==> config.mk <==
export PLATFORM = sky130hd
export DESIGN_NAME = robot_command_mode_decoder_core
export DESIGN_NICKNAME = d
export VERILOG_FILES = /design/src/design/rcmd_pkg.sv /design/src/design/robot_command_mode_decoder_core.sv /design/src/design/rcmd_in_stage.sv /design/src/design/rcmd_mode_unit.sv /design/src/design/rcmd_out_stage.sv
export SDC_FILE = /design/constraint.sdc
export NUM_CORES = 1
export LEC_CHECK = 0
export BUFFER_PORTS_ARGS = -buffer_cell sky130_fd_sc_hd__clkbuf_2
export CORE_MARGIN = 2
export CORE_UTILIZATION = 35
export DETAILED_ROUTE_END_ITERATION = 7
export HOLD_SLACK_MARGIN = 0.15
export PLACE_DENSITY_LB_ADDON = 0.12
export SLEW_MARGIN = 20
export SYNTH_ARGS = -nofsm -noshare
export SYNTH_HDL_FRONTEND = slang
export SYNTH_SLANG_ARGS = --single-unit
==> constraint.sdc <==
create_clock -name clk -period 5.8 [get_ports clk]
set_clock_uncertainty 0.2 [all_clocks]
set_input_delay 0.58 -clock clk [delete_from_list [all_inputs] [get_ports clk]]
set_output_delay 0.58 -clock clk [all_outputs]
set_load 0.05 [all_outputs]
==> src/design/rcmd_pkg.sv <==
// shared types and codes for the robot command mode decoder
// no dependencies; used by every rtl file of the block
package rcmd_pkg;

  localparam logic [7:0] CMD_SIGN   = 8'h01;
  localparam logic [7:0] CMD_MANUAL = 8'h11;
  localparam logic [7:0] CMD_MOVE   = 8'h12;
  localparam logic [7:0] CMD_AUTO   = 8'h21;
  localparam logic [7:0] CMD_ROUTE  = 8'h22;
  localparam logic [7:0] CMD_POINT  = 8'h23;

  localparam logic [7:0] ARG_OFF = 8'h00;
  localparam logic [7:0] ARG_ON  = 8'h01;
  localparam logic [7:0] ARG_MAX = 8'h03;

  localparam logic [1:0] MODE_OFF    = 2'd0;
  localparam logic [1:0] MODE_IDLE   = 2'd1;
  localparam logic [1:0] MODE_MANUAL = 2'd2;
  localparam logic [1:0] MODE_AUTO   = 2'd3;

  localparam logic [1:0] SUB_NONE = 2'd0;

  localparam logic [1:0] ST_OK         = 2'd0;
  localparam logic [1:0] ST_UNEXPECTED = 2'd1;
  localparam logic [1:0] ST_BAD_DATA   = 2'd2;
  localparam logic [1:0] ST_BAD_ID     = 2'd3;

  typedef struct packed {
    logic [7:0]  cmd;
    logic [63:0] payload;
    logic [7:0]  tail_byte;
    logic        link_lost;
  } item_t;

  typedef struct packed {
    logic [1:0]  robot_mode;
    logic [1:0]  auto_sub_mode;
    logic [1:0]  status;
    logic        drive_updated;
    logic [31:0] drive_x_bits;
    logic [31:0] drive_y_bits;
    logic [6:0]  drive_speed;
    logic        drive_rotation;
  } result_t;

  // handshake between the input register and the result register
  typedef struct packed {
    logic advance;
  } flow_t;

endpackage

==> src/design/robot_command_mode_decoder_core.sv <==
// top level of the robot command mode decoder
// depends on rcmd_pkg, rcmd_in_stage, rcmd_mode_unit, rcmd_out_stage
//
//   channel   ports                                  direction
//   in        in_valid/in_stall, cmd payload tail    message item in
//   out       out_valid/out_stall, mode status drive result item out
//
// one item per cycle sustained while out_stall is low; out_valid rises once the item reaches the result register
// the input register feeds a combinational decode into the result register
// mode and drive state update in the cycle the item moves into the result register
// reset clears both valid flags and the mode and drive state
// out_stall holds the result register; the input register takes one more item if empty, then stalls
module robot_command_mode_decoder_core (
  input  logic        clk,
  input  logic        rst_n,
  input  logic        in_valid,
  output logic        in_stall,
  input  logic [7:0]  in_cmd,
  input  logic [63:0] in_payload,
  input  logic [7:0]  in_tail_byte,
  input  logic        in_link_lost,
  output logic        out_valid,
  input  logic        out_stall,
  output logic [1:0]  out_robot_mode,
  output logic [1:0]  out_auto_sub_mode,
  output logic [1:0]  out_status,
  output logic        out_drive_updated,
  output logic [31:0] out_drive_x_bits,
  output logic [31:0] out_drive_y_bits,
  output logic [6:0]  out_drive_speed,
  output logic        out_drive_rotation
);

  rcmd_pkg::item_t   item;
  rcmd_pkg::result_t result;
  rcmd_pkg::result_t res;
  rcmd_pkg::flow_t   flow;
  logic              item_valid;

  rcmd_in_stage u_in (
    .clk          (clk),
    .rst_n        (rst_n),
    .in_valid     (in_valid),
    .in_stall     (in_stall),
    .in_cmd       (in_cmd),
    .in_payload   (in_payload),
    .in_tail_byte (in_tail_byte),
    .in_link_lost (in_link_lost),
    .advance      (flow.advance),
    .valid        (item_valid),
    .item         (item)
  );

  rcmd_mode_unit u_mode (
    .clk    (clk),
    .rst_n  (rst_n),
    .item   (item),
    .fire   (flow.advance),
    .result (result)
  );

  rcmd_out_stage u_out (
    .clk       (clk),
    .rst_n     (rst_n),
    .src_valid (item_valid),
    .flow      (flow),
    .result    (result),
    .out_valid (out_valid),
    .out_stall (out_stall),
    .res       (res)
  );

  assign out_robot_mode     = res.robot_mode;
  assign out_auto_sub_mode  = res.auto_sub_mode;
  assign out_status         = res.status;
  assign out_drive_updated  = res.drive_updated;
  assign out_drive_x_bits   = res.drive_x_bits;
  assign out_drive_y_bits   = res.drive_y_bits;
  assign out_drive_speed    = res.drive_speed;
  assign out_drive_rotation = res.drive_rotation;

endmodule

==> src/design/rcmd_in_stage.sv <==
// input register of the robot command mode decoder
// depends on rcmd_pkg
module rcmd_in_stage (
  input  logic                clk,
  input  logic                rst_n,
  input  logic                in_valid,
  output logic                in_stall,
  input  logic [7:0]          in_cmd,
  input  logic [63:0]         in_payload,
  input  logic [7:0]          in_tail_byte,
  input  logic                in_link_lost,
  input  logic                advance,
  output logic                valid,
  output rcmd_pkg::item_t     item
);

  logic            valid_r;
  logic            valid_nxt;
  rcmd_pkg::item_t item_r;
  logic            take;

  assign in_stall = valid_r && !advance;
  assign take     = in_valid && !in_stall;

  always_comb begin
    valid_nxt = valid_r;
    if (take) begin
      valid_nxt = 1'b1;
    end else if (advance) begin
      valid_nxt = 1'b0;
    end
  end

  always_ff @(posedge clk) begin
    if (!rst_n) begin
      valid_r <= 1'b0;
    end else begin
      valid_r <= valid_nxt;
    end
  end

  always_ff @(posedge clk) begin
    if (take) begin
      item_r <= '{cmd: in_cmd, payload: in_payload, tail_byte: in_tail_byte,
                  link_lost: in_link_lost};
    end
  end

  assign valid = valid_r;
  assign item  = item_r;

endmodule

==> src/design/rcmd_mode_unit.sv <==
// mode state and command decode of the robot command mode decoder
// depends on rcmd_pkg
module rcmd_mode_unit (
  input  logic                clk,
  input  logic                rst_n,
  input  rcmd_pkg::item_t     item,
  input  logic                fire,
  output rcmd_pkg::result_t   result
);

  logic [1:0]  mode_r, mode_nxt;
  logic [1:0]  sub_r, sub_nxt;
  logic [31:0] x_r, x_nxt;
  logic [31:0] y_r, y_nxt;
  logic [6:0]  speed_r, speed_nxt;
  logic        rot_r, rot_nxt;
  logic [1:0]  status;
  logic        updated;
  logic [7:0]  arg;

  assign arg = item.payload[63:56];

  always_comb begin
    mode_nxt  = mode_r;
    sub_nxt   = sub_r;
    x_nxt     = x_r;
    y_nxt     = y_r;
    speed_nxt = speed_r;
    rot_nxt   = rot_r;
    status    = rcmd_pkg::ST_OK;
    updated   = 1'b0;
    if (item.link_lost) begin
      mode_nxt = rcmd_pkg::MODE_OFF;
      sub_nxt  = rcmd_pkg::SUB_NONE;
    end else begin
      case (item.cmd)
        rcmd_pkg::CMD_SIGN: begin
          if (arg == rcmd_pkg::ARG_OFF) begin
            if (mode_r == rcmd_pkg::MODE_OFF) status = rcmd_pkg::ST_UNEXPECTED;
            else mode_nxt = rcmd_pkg::MODE_OFF;
          end else if (arg == rcmd_pkg::ARG_ON) begin
            if (mode_r != rcmd_pkg::MODE_OFF) status = rcmd_pkg::ST_UNEXPECTED;
            else mode_nxt = rcmd_pkg::MODE_IDLE;
          end else begin
            status = rcmd_pkg::ST_BAD_DATA;
          end
        end
        rcmd_pkg::CMD_MANUAL: begin
          if (arg == rcmd_pkg::ARG_OFF) begin
            if (mode_r != rcmd_pkg::MODE_MANUAL) status = rcmd_pkg::ST_UNEXPECTED;
            else mode_nxt = rcmd_pkg::MODE_IDLE;
          end else if (arg == rcmd_pkg::ARG_ON) begin
            if (mode_r != rcmd_pkg::MODE_IDLE) status = rcmd_pkg::ST_UNEXPECTED;
            else mode_nxt = rcmd_pkg::MODE_MANUAL;
          end else begin
            status = rcmd_pkg::ST_BAD_DATA;
          end
        end
        rcmd_pkg::CMD_MOVE: begin
          if (mode_r == rcmd_pkg::MODE_MANUAL) begin
            x_nxt     = item.payload[63:32];
            y_nxt     = item.payload[31:0];
            speed_nxt = item.tail_byte[7:1];
            rot_nxt   = item.tail_byte[0];
            updated   = 1'b1;
          end else begin
            status = rcmd_pkg::ST_UNEXPECTED;
          end
        end
        rcmd_pkg::CMD_AUTO: begin
          if (arg == rcmd_pkg::ARG_OFF) begin
            if (mode_r != rcmd_pkg::MODE_AUTO || sub_r == rcmd_pkg::SUB_NONE) begin
              status = rcmd_pkg::ST_UNEXPECTED;
            end else begin
              sub_nxt  = rcmd_pkg::SUB_NONE;
              mode_nxt = rcmd_pkg::MODE_IDLE;
            end
          end else if (arg inside {[rcmd_pkg::ARG_ON:rcmd_pkg::ARG_MAX]}) begin
            if (mode_r == rcmd_pkg::MODE_AUTO || sub_r != rcmd_pkg::SUB_NONE) begin
              status = rcmd_pkg::ST_UNEXPECTED;
            end else begin
              sub_nxt  = arg[1:0];
              mode_nxt = rcmd_pkg::MODE_AUTO;
            end
          end else begin
            status = rcmd_pkg::ST_BAD_DATA;
          end
        end
        rcmd_pkg::CMD_ROUTE: begin
          if (arg > rcmd_pkg::ARG_ON) status = rcmd_pkg::ST_BAD_DATA;
        end
        rcmd_pkg::CMD_POINT: begin
          status = rcmd_pkg::ST_OK;
        end
        default: begin
          status = rcmd_pkg::ST_BAD_ID;
        end
      endcase
    end
  end

  always_ff @(posedge clk) begin
    if (!rst_n) begin
      mode_r  <= rcmd_pkg::MODE_OFF;
      sub_r   <= rcmd_pkg::SUB_NONE;
      x_r     <= '0;
      y_r     <= '0;
      speed_r <= '0;
      rot_r   <= 1'b0;
    end else if (fire) begin
      mode_r  <= mode_nxt;
      sub_r   <= sub_nxt;
      x_r     <= x_nxt;
      y_r     <= y_nxt;
      speed_r <= speed_nxt;
      rot_r   <= rot_nxt;
    end
  end

  assign result = '{robot_mode: mode_nxt, auto_sub_mode: sub_nxt, status: status,
                    drive_updated: updated, drive_x_bits: x_nxt, drive_y_bits: y_nxt,
                    drive_speed: speed_nxt, drive_rotation: rot_nxt};

endmodule

==> src/design/rcmd_out_stage.sv <==
// result register of the robot command mode decoder
// depends on rcmd_pkg
module rcmd_out_stage (
  input  logic                clk,
  input  logic                rst_n,
  input  logic                src_valid,
  output rcmd_pkg::flow_t     flow,
  input  rcmd_pkg::result_t   result,
  output logic                out_valid,
  input  logic                out_stall,
  output rcmd_pkg::result_t   res
);

  logic              valid_r;
  logic              valid_nxt;
  rcmd_pkg::result_t res_r;
  logic              room;

  assign room         = !valid_r || !out_stall;
  assign flow.advance = src_valid && room;

  always_comb begin
    valid_nxt = valid_r;
    if (flow.advance) begin
      valid_nxt = 1'b1;
    end else if (!out_stall) begin
      valid_nxt = 1'b0;
    end
  end

  always_ff @(posedge clk) begin
    if (!rst_n) begin
      valid_r <= 1'b0;
    end else begin
      valid_r <= valid_nxt;
    end
  end

  always_ff @(posedge clk) begin
    if (flow.advance) begin
      res_r <= result;
    end
  end

  assign out_valid = valid_r;
  assign res       = res_r;

endmodule

==> Word level (Yosys, flattened, before mapping) <==
Index checks and enable logic that the tools add are counted.
{ "classes": {"mux": 52, "multipliers": 0, "magnitude_cmp": 3, "addsub": 0, "n_eq_ne": 13, "shift": 0, "n_reduce_logical": 18, "bitwise_logic": 1, "div_mod_pow": 0} }
{ "op_table": {"columns": ["cell", "n"], "rows": [
  ["$mux 32", 6],
  ["$mux 2", 26],
  ["$eq 8x6->1 const B", 3],
  ["$mux 7", 3],
  ["$eq 8x1->1 const B", 2],
  ["$eq 8x5->1 const B", 2],
  ["$mux 1", 15],
  ["$pmux 2 s6", 1],
  ["$ge 8x1->1 const B", 1],
  ["$gt 8x1->1 const B", 1],
  ["$le 8x2->1 const B", 1],
  ["$logic_not 8->1", 1],
  ["$pmux 2 s3", 1],
  ["$reduce_bool 2->1", 3],
  ["$eq 2x2->1 const B", 2],
  ["$logic_and 1x1->1", 4],
  ["$logic_not 1->1", 4],
  ["$logic_not 2->1", 2],
  ["$ne 2x1->1 const B", 2],
  ["$ne 2x2->1 const B", 2],
  ["$logic_or 1x1->1", 3],
  ["$reduce_or 2->1", 1],
  ["$not 1->1", 1]
]} }
{ "word_totals": {"output_inout_bits": 81, "input_bits": 85, "reg_bits": 238, "ramBits": 0, "n_memories": 0, "latchBits": 0, "mem_bits_ro": 0} }

==> Depth between registers and ports, before layout <==
{ "depth": {"depth_word": 8, "ltp_mapped": 8} }

==> Hierarchy <==
Synthesis repeated with hierarchy kept, for this count alone.
{ "hier_totals": {"hier_cells": 670, "area_unflattened_um2": 9118.7} }
{ "by_module_without_submodules": {"columns": ["mod", "cells_per_inst", "area_per_inst_um2", "n_inst", "seq_area_each_um2"], "rows": [
  ["rcmd_mode_unit", 502, 4227.8, 1, 1521.5],
  ["rcmd_in_stage", 85, 2479.9, 1, 2452.4],
  ["rcmd_out_stage", 83, 2411.1, 1, 2392.3]
]} }

==> Worst setup path after synthesis <==
OpenSTA, ideal clock, no wires.
{ "synth_timing": {"kind": "in2reg", "startpoint": "input out_stall", "endpoint": "register u_in.item_r (netlist bit u_in.item[0]), enable pin", "stages": 2, "setup_time_ns": 0.529, "t_required_ns": 5.071, "slack_ns": 0.485, "t_arrival_ns": 4.587, "path_cell_list": "and3_1 -> nor2b_1"} }
{ "synth_via": {"elab_chain_cells": 7} }
{ "synth_lines": {"columns": ["element", "line", "rtl"], "rows": [
  ["from (decl)", "robot_command_mode_decoder_core.sv:23", "input logic out_stall,"],
  ["$logic_not 1->1", "rcmd_out_stage.sv:19", "assign room = !valid_r || !out_stall;"],
  ["$logic_or 1x1->1", "rcmd_out_stage.sv:19", null],
  ["$logic_and 1x1->1", "rcmd_out_stage.sv:20", "assign flow.advance = src_valid && room;"],
  ["$logic_not 1->1", "rcmd_in_stage.sv:22", "assign in_stall = valid_r && !advance;"],
  ["$logic_and 1x1->1", "rcmd_in_stage.sv:22", null],
  ["$logic_not 1->1", "rcmd_in_stage.sv:23", "assign take = in_valid && !in_stall;"],
  ["$logic_and 1x1->1", "rcmd_in_stage.sv:23", null],
  ["named net u_in.take", "rcmd_in_stage.sv:20", "logic take;"],
  ["to (signal assigned)", "rcmd_in_stage.sv:44", "item_r <= '{cmd: in_cmd, payload: in_payload, tail_byte: in_tail_byte,"],
  ["to (decl)", "rcmd_in_stage.sv:19", "rcmd_pkg::item_t item_r;"]
]} }
The timed path passes the listed nets, and every way through them passes these cells.
A chain may end at the register's enable or synchronous reset.

==> Worst setup path in the final report <==
{ "layout_timing": {"startpoint": "register u_in.item_r (netlist bit u_in.item[78])", "endpoint": "register u_mode.x_r[2]"} }
{ "layout_via": {"elab_chain_cells": 3} }
{ "layout_lines": {"columns": ["element", "line", "rtl"], "rows": [
  ["$eq 8x5->1", "rcmd_mode_unit.sv:36", "case (item.cmd)"],
  ["$mux 32", "rcmd_mode_unit.sv:36", null],
  ["$mux 32", "rcmd_mode_unit.sv:32", "if (item.link_lost) begin"],
  ["to (signal assigned)", "rcmd_mode_unit.sv:113", "x_r <= x_nxt;"],
  ["to (decl)", "rcmd_mode_unit.sv:13", "logic [31:0] x_r, x_nxt;"]
]} }
No other way between the ends.

==> impl_metrics.ini <==
[routing]
dr.pass1.iters = 5
wl_met2_um = 9520
met3_length_um = 1130
antenna_left = 0
wl_met1_um = 8510
routed_via_density = 4.69
route.detailed.wl_per_inst_um = 15.7
wirelength_um = 19600
routed-via-count = 5848
highest_layer = met4
drc = 0
drtIter0Drc = 611

[clock_tree]
cts_sinks = 238
htree_levels = 1
cts_buffer_depth = 3
cts_made_buffers = 27
cts_tree = done
cts-root-buf = clkbuf_16
clkTransAtPathRegs_ps = 60
cts_setup_buffers = 0
clk_latency_ps = 510
cts-hold-fix-buffers = 83
cts_resized = 0

[yosys]
ys_warn_count = 0
ys_seq_area_share_pct = 70.5
synth-seq-cells = 238
synth_top_area_share_pct = 53.2
async_flop_share_pct = 0
synth-main-ff-cell = edfxtp_1
synth_edf_count = 160
syn_inst = 650
synthDistinctLibCells = 46
synthTopCellsByArea = edfxtp_1 (53%), dfxtp_1 (17%), mux2_2 (9.0%), nand2_1 (6.3%), a21boi_1 (5.8%)
synth_top_area_cell = edfxtp_1
synth_area_mm2 = 0.00903
syn-mean-instance-area_um2 = 13.9
syn_nets = 735

[floorplan]
io-pin-count = 166
die_area_mm2 = 0.0271
die_w_um = 165
rows = 58
core_mm2 = 0.0253
initial_core_util_pct = 35.8
die_h_um = 165

[setup_path]
reg2regPathDepth = 6
ff2ff_setup_slack_ps = 2160
arrival_ps = 3840
r2r-start = u_in.item[78]
endpoint_kind = register
crit_path_max_fanout = 72
crit_chain = or4b_4 -> or4_4 -> nor2_4 -> nand2_4 -> nand2_1 -> a21boi_1
worstSetupStartpointType = register
worstPathRequired_ps = 6000
cpMaxStageDelayCell = nand2_4
path_class = reg2reg
cpPeakStageDelay_ps = 690
r2r-end = u_mode.x_r[2]

[sta]
rsz0062_at_grt = false
setup_tns_ps = 0
worstMarginPinSlew_ps = 896
max_freq_ghz = 0.275
hold_viol = 0
period_share_pct = 62.7
drv_slew = 0
setup_viol = 0
finalCriticalPeriod_ps = 3640
slew_headroom_pct = 40.2

[power]
switching_share_pct = 22.3
switching_power_mw = 0.822
power_leakage_nw = 4.42
ir_drop_uv = 238
clkPwrFrac_pct = 41.8
p_comb_share_pct = 6.6
seqPwrFrac_pct = 51.6
intPower_mw = 2.87
powerDensity_mw_per_mm2 = 313

[grt]
track_usage_pct = 14.4
grt-ovfl-total = 0
grt_start_max_net_pins = 78
grt_pass1_wl_um = 30900
grt_pass1_vias = 5875
antenna_found_initial = 0

[layout]
multi_input_comb_area_mm2 = 0.00246
fin_cells = 1248
synthToLayoutAreaGrowth_pct = 30.3
fillCellCount = 2272
n_antenna_cell = 0
seqCellArea_mm2 = 0.00637
drive_gt1_share_pct = 32.2
fin_nets = 983

[placed_design]
portBuffers = 165
dp_cells = 1116
hpwl_um = 11500
place_congestion = 0.878

[worst_hold_path]
hp-start = u_mode.y_r[19]
hold_class = reg2reg
min_path_cells = 2
hold-path-endpoint = u_mode.y_r[19]

[job]
maxCapViolations = 0

[run_status]
outcome = finished, final reports clean
cell usage in the layout, fill, tap and decap left out, types with 2 or more instances in the layout:
master / instances
clkbuf_2: 165
edfxtp_1: 160
nand2_1: 151
dlygate4sd3_1: 83
dfxtp_1: 78
mux2_2: 72
a21boi_1: 70
clkbuf_16: 27
nor2_1: 17
clkbuf_1: 10
clkinv_2: 7
buf_4: 7
o21ai_0: 6
a21oi_1: 6
nor3_1: 5
clkbuf_8: 4
nor4_1: 3
a31oi_1: 3
a21boi_0: 3
inv_1: 2
or4b_1: 2
inv_4: 2
or4_1: 2
or2_2: 2
mux2i_1: 2
o211ai_1: 2
o21a_1: 2
layer usage:
metal,GRT usage [%],vias to the layer above
li1,-,2831
met3,2.64,45
met2,25.3,182
met1,18.5,2790
met5,0,-
met4,3.56,0
power by group through the flow:
stage | clock network (mW) | registers, mW | logic, mW
4_1_cts | 1.60 | 1.90 | 0.247
5_1_grt | 1.65 | 1.91 | 0.259
2_1_floorplan | 0 | 2.02 | 0.0420
3_3_place_gp | 0 | 1.94 | 0.200
3_5_place_dp | 0 | 1.94 | 0.201
6_report | 1.54 | 1.90 | 0.242
cells by family (layout without fill, tap and decap cells):
kind of cell | Yosys count | count (layout) | share of synthesized area [%]
muxes | 74 | 74 | 9.20
DFF | 238 | 238 | 70.5
buffers and inverters | 39 | 307 | 2.52
AOI/OAI and AO/OA | 101 | 101 | 8.20
and+or+nand+nor | 197 | 197 | 9.48
adders and majority gates | 1 | 1 | 0.111
Yosys cell counts, types with 2 or more instances:
| library cell | number |
|---|---|
| a21boi_0 | 3 |
| a21boi_1 | 70 |
| a21oi_1 | 6 |
| a31oi_1 | 3 |
| buf_2 | 2 |
| buf_4 | 7 |
| buf_6 | 7 |
| clkbuf_1 | 20 |
| dfxtp_1 | 78 |
| edfxtp_1 | 160 |
| inv_1 | 2 |
| mux2_2 | 72 |
| mux2i_1 | 2 |
| nand2_1 | 152 |
| nor2_1 | 18 |
| nor2b_1 | 2 |
| nor3_1 | 5 |
| nor4_1 | 3 |
| o211ai_1 | 2 |
| o21a_1 | 2 |
| o21ai_0 | 6 |
| or2_2 | 2 |
| or4_1 | 2 |
| or4b_1 | 2 |
through the flow:
step / utilization, % / hold WS, ps / setup slack, ps / cell area (um2) / total power, mW
floorplan: - / 233 / 485 / 9030 / 2.06
global placement: 40.1 / 237 / 2130 / 10100 / 2.14
detailed placement: 40.1 / 244 / 2060 / 10100 / 2.14
CTS: 46.6 / 252 / 2050 / 11800 / 3.75
global route: 46.6 / 269 / 1860 / 11800 / 3.82
finish: 46.6 / 251 / 2160 / 11800 / 3.69
state kept, by name, indices dropped and copies added, names as in the netlist:
register and count:
u_mode.speed_r 7, u_mode.mode_r 2, u_mode.x_r 32, u_out.out_valid 1
u_in.valid 1, u_in.item 81, u_mode.rot_r 1, u_mode.sub_r 2
u_out.res 79, u_mode.y_r 32
worst max-delay path: cells and delay by family, from the launching register on:
| kind | cells | cell delay, ps |
|---|---|---|
| AO/OA/AOI/OAI | 1 | 80 |
| AND/OR/NAND/NOR | 5 | 2740 |
| flip-flops | 1 | 450 |
cell type report:
class | instances | share of cell area [%]
multi-input combinational | 373 | 20.9
tap | 330 | 3.51
clock buffer | 41 | 6.53
timing repair buffer | 255 | 14.5
sequential | 238 | 54.1
inverter | 3 | 0.117
clock inverter | 8 | 0.351
worst max-delay path by stage:
stage                             start       endpoint  slack [ps]
after floorplan               out_stall   u_in.item[0]         480
after global placement    u_in.item[78]  u_mode.y_r[7]        2130
after detailed placement  u_in.item[78]  u_mode.y_r[9]        2060
after CTS                 u_in.item[78]  u_mode.y_r[9]        2050
after global routing      u_in.item[78]  u_mode.x_r[5]        1860
final                     u_in.item[78]  u_mode.x_r[2]        2160
Power figures use the tool's default switching activity.
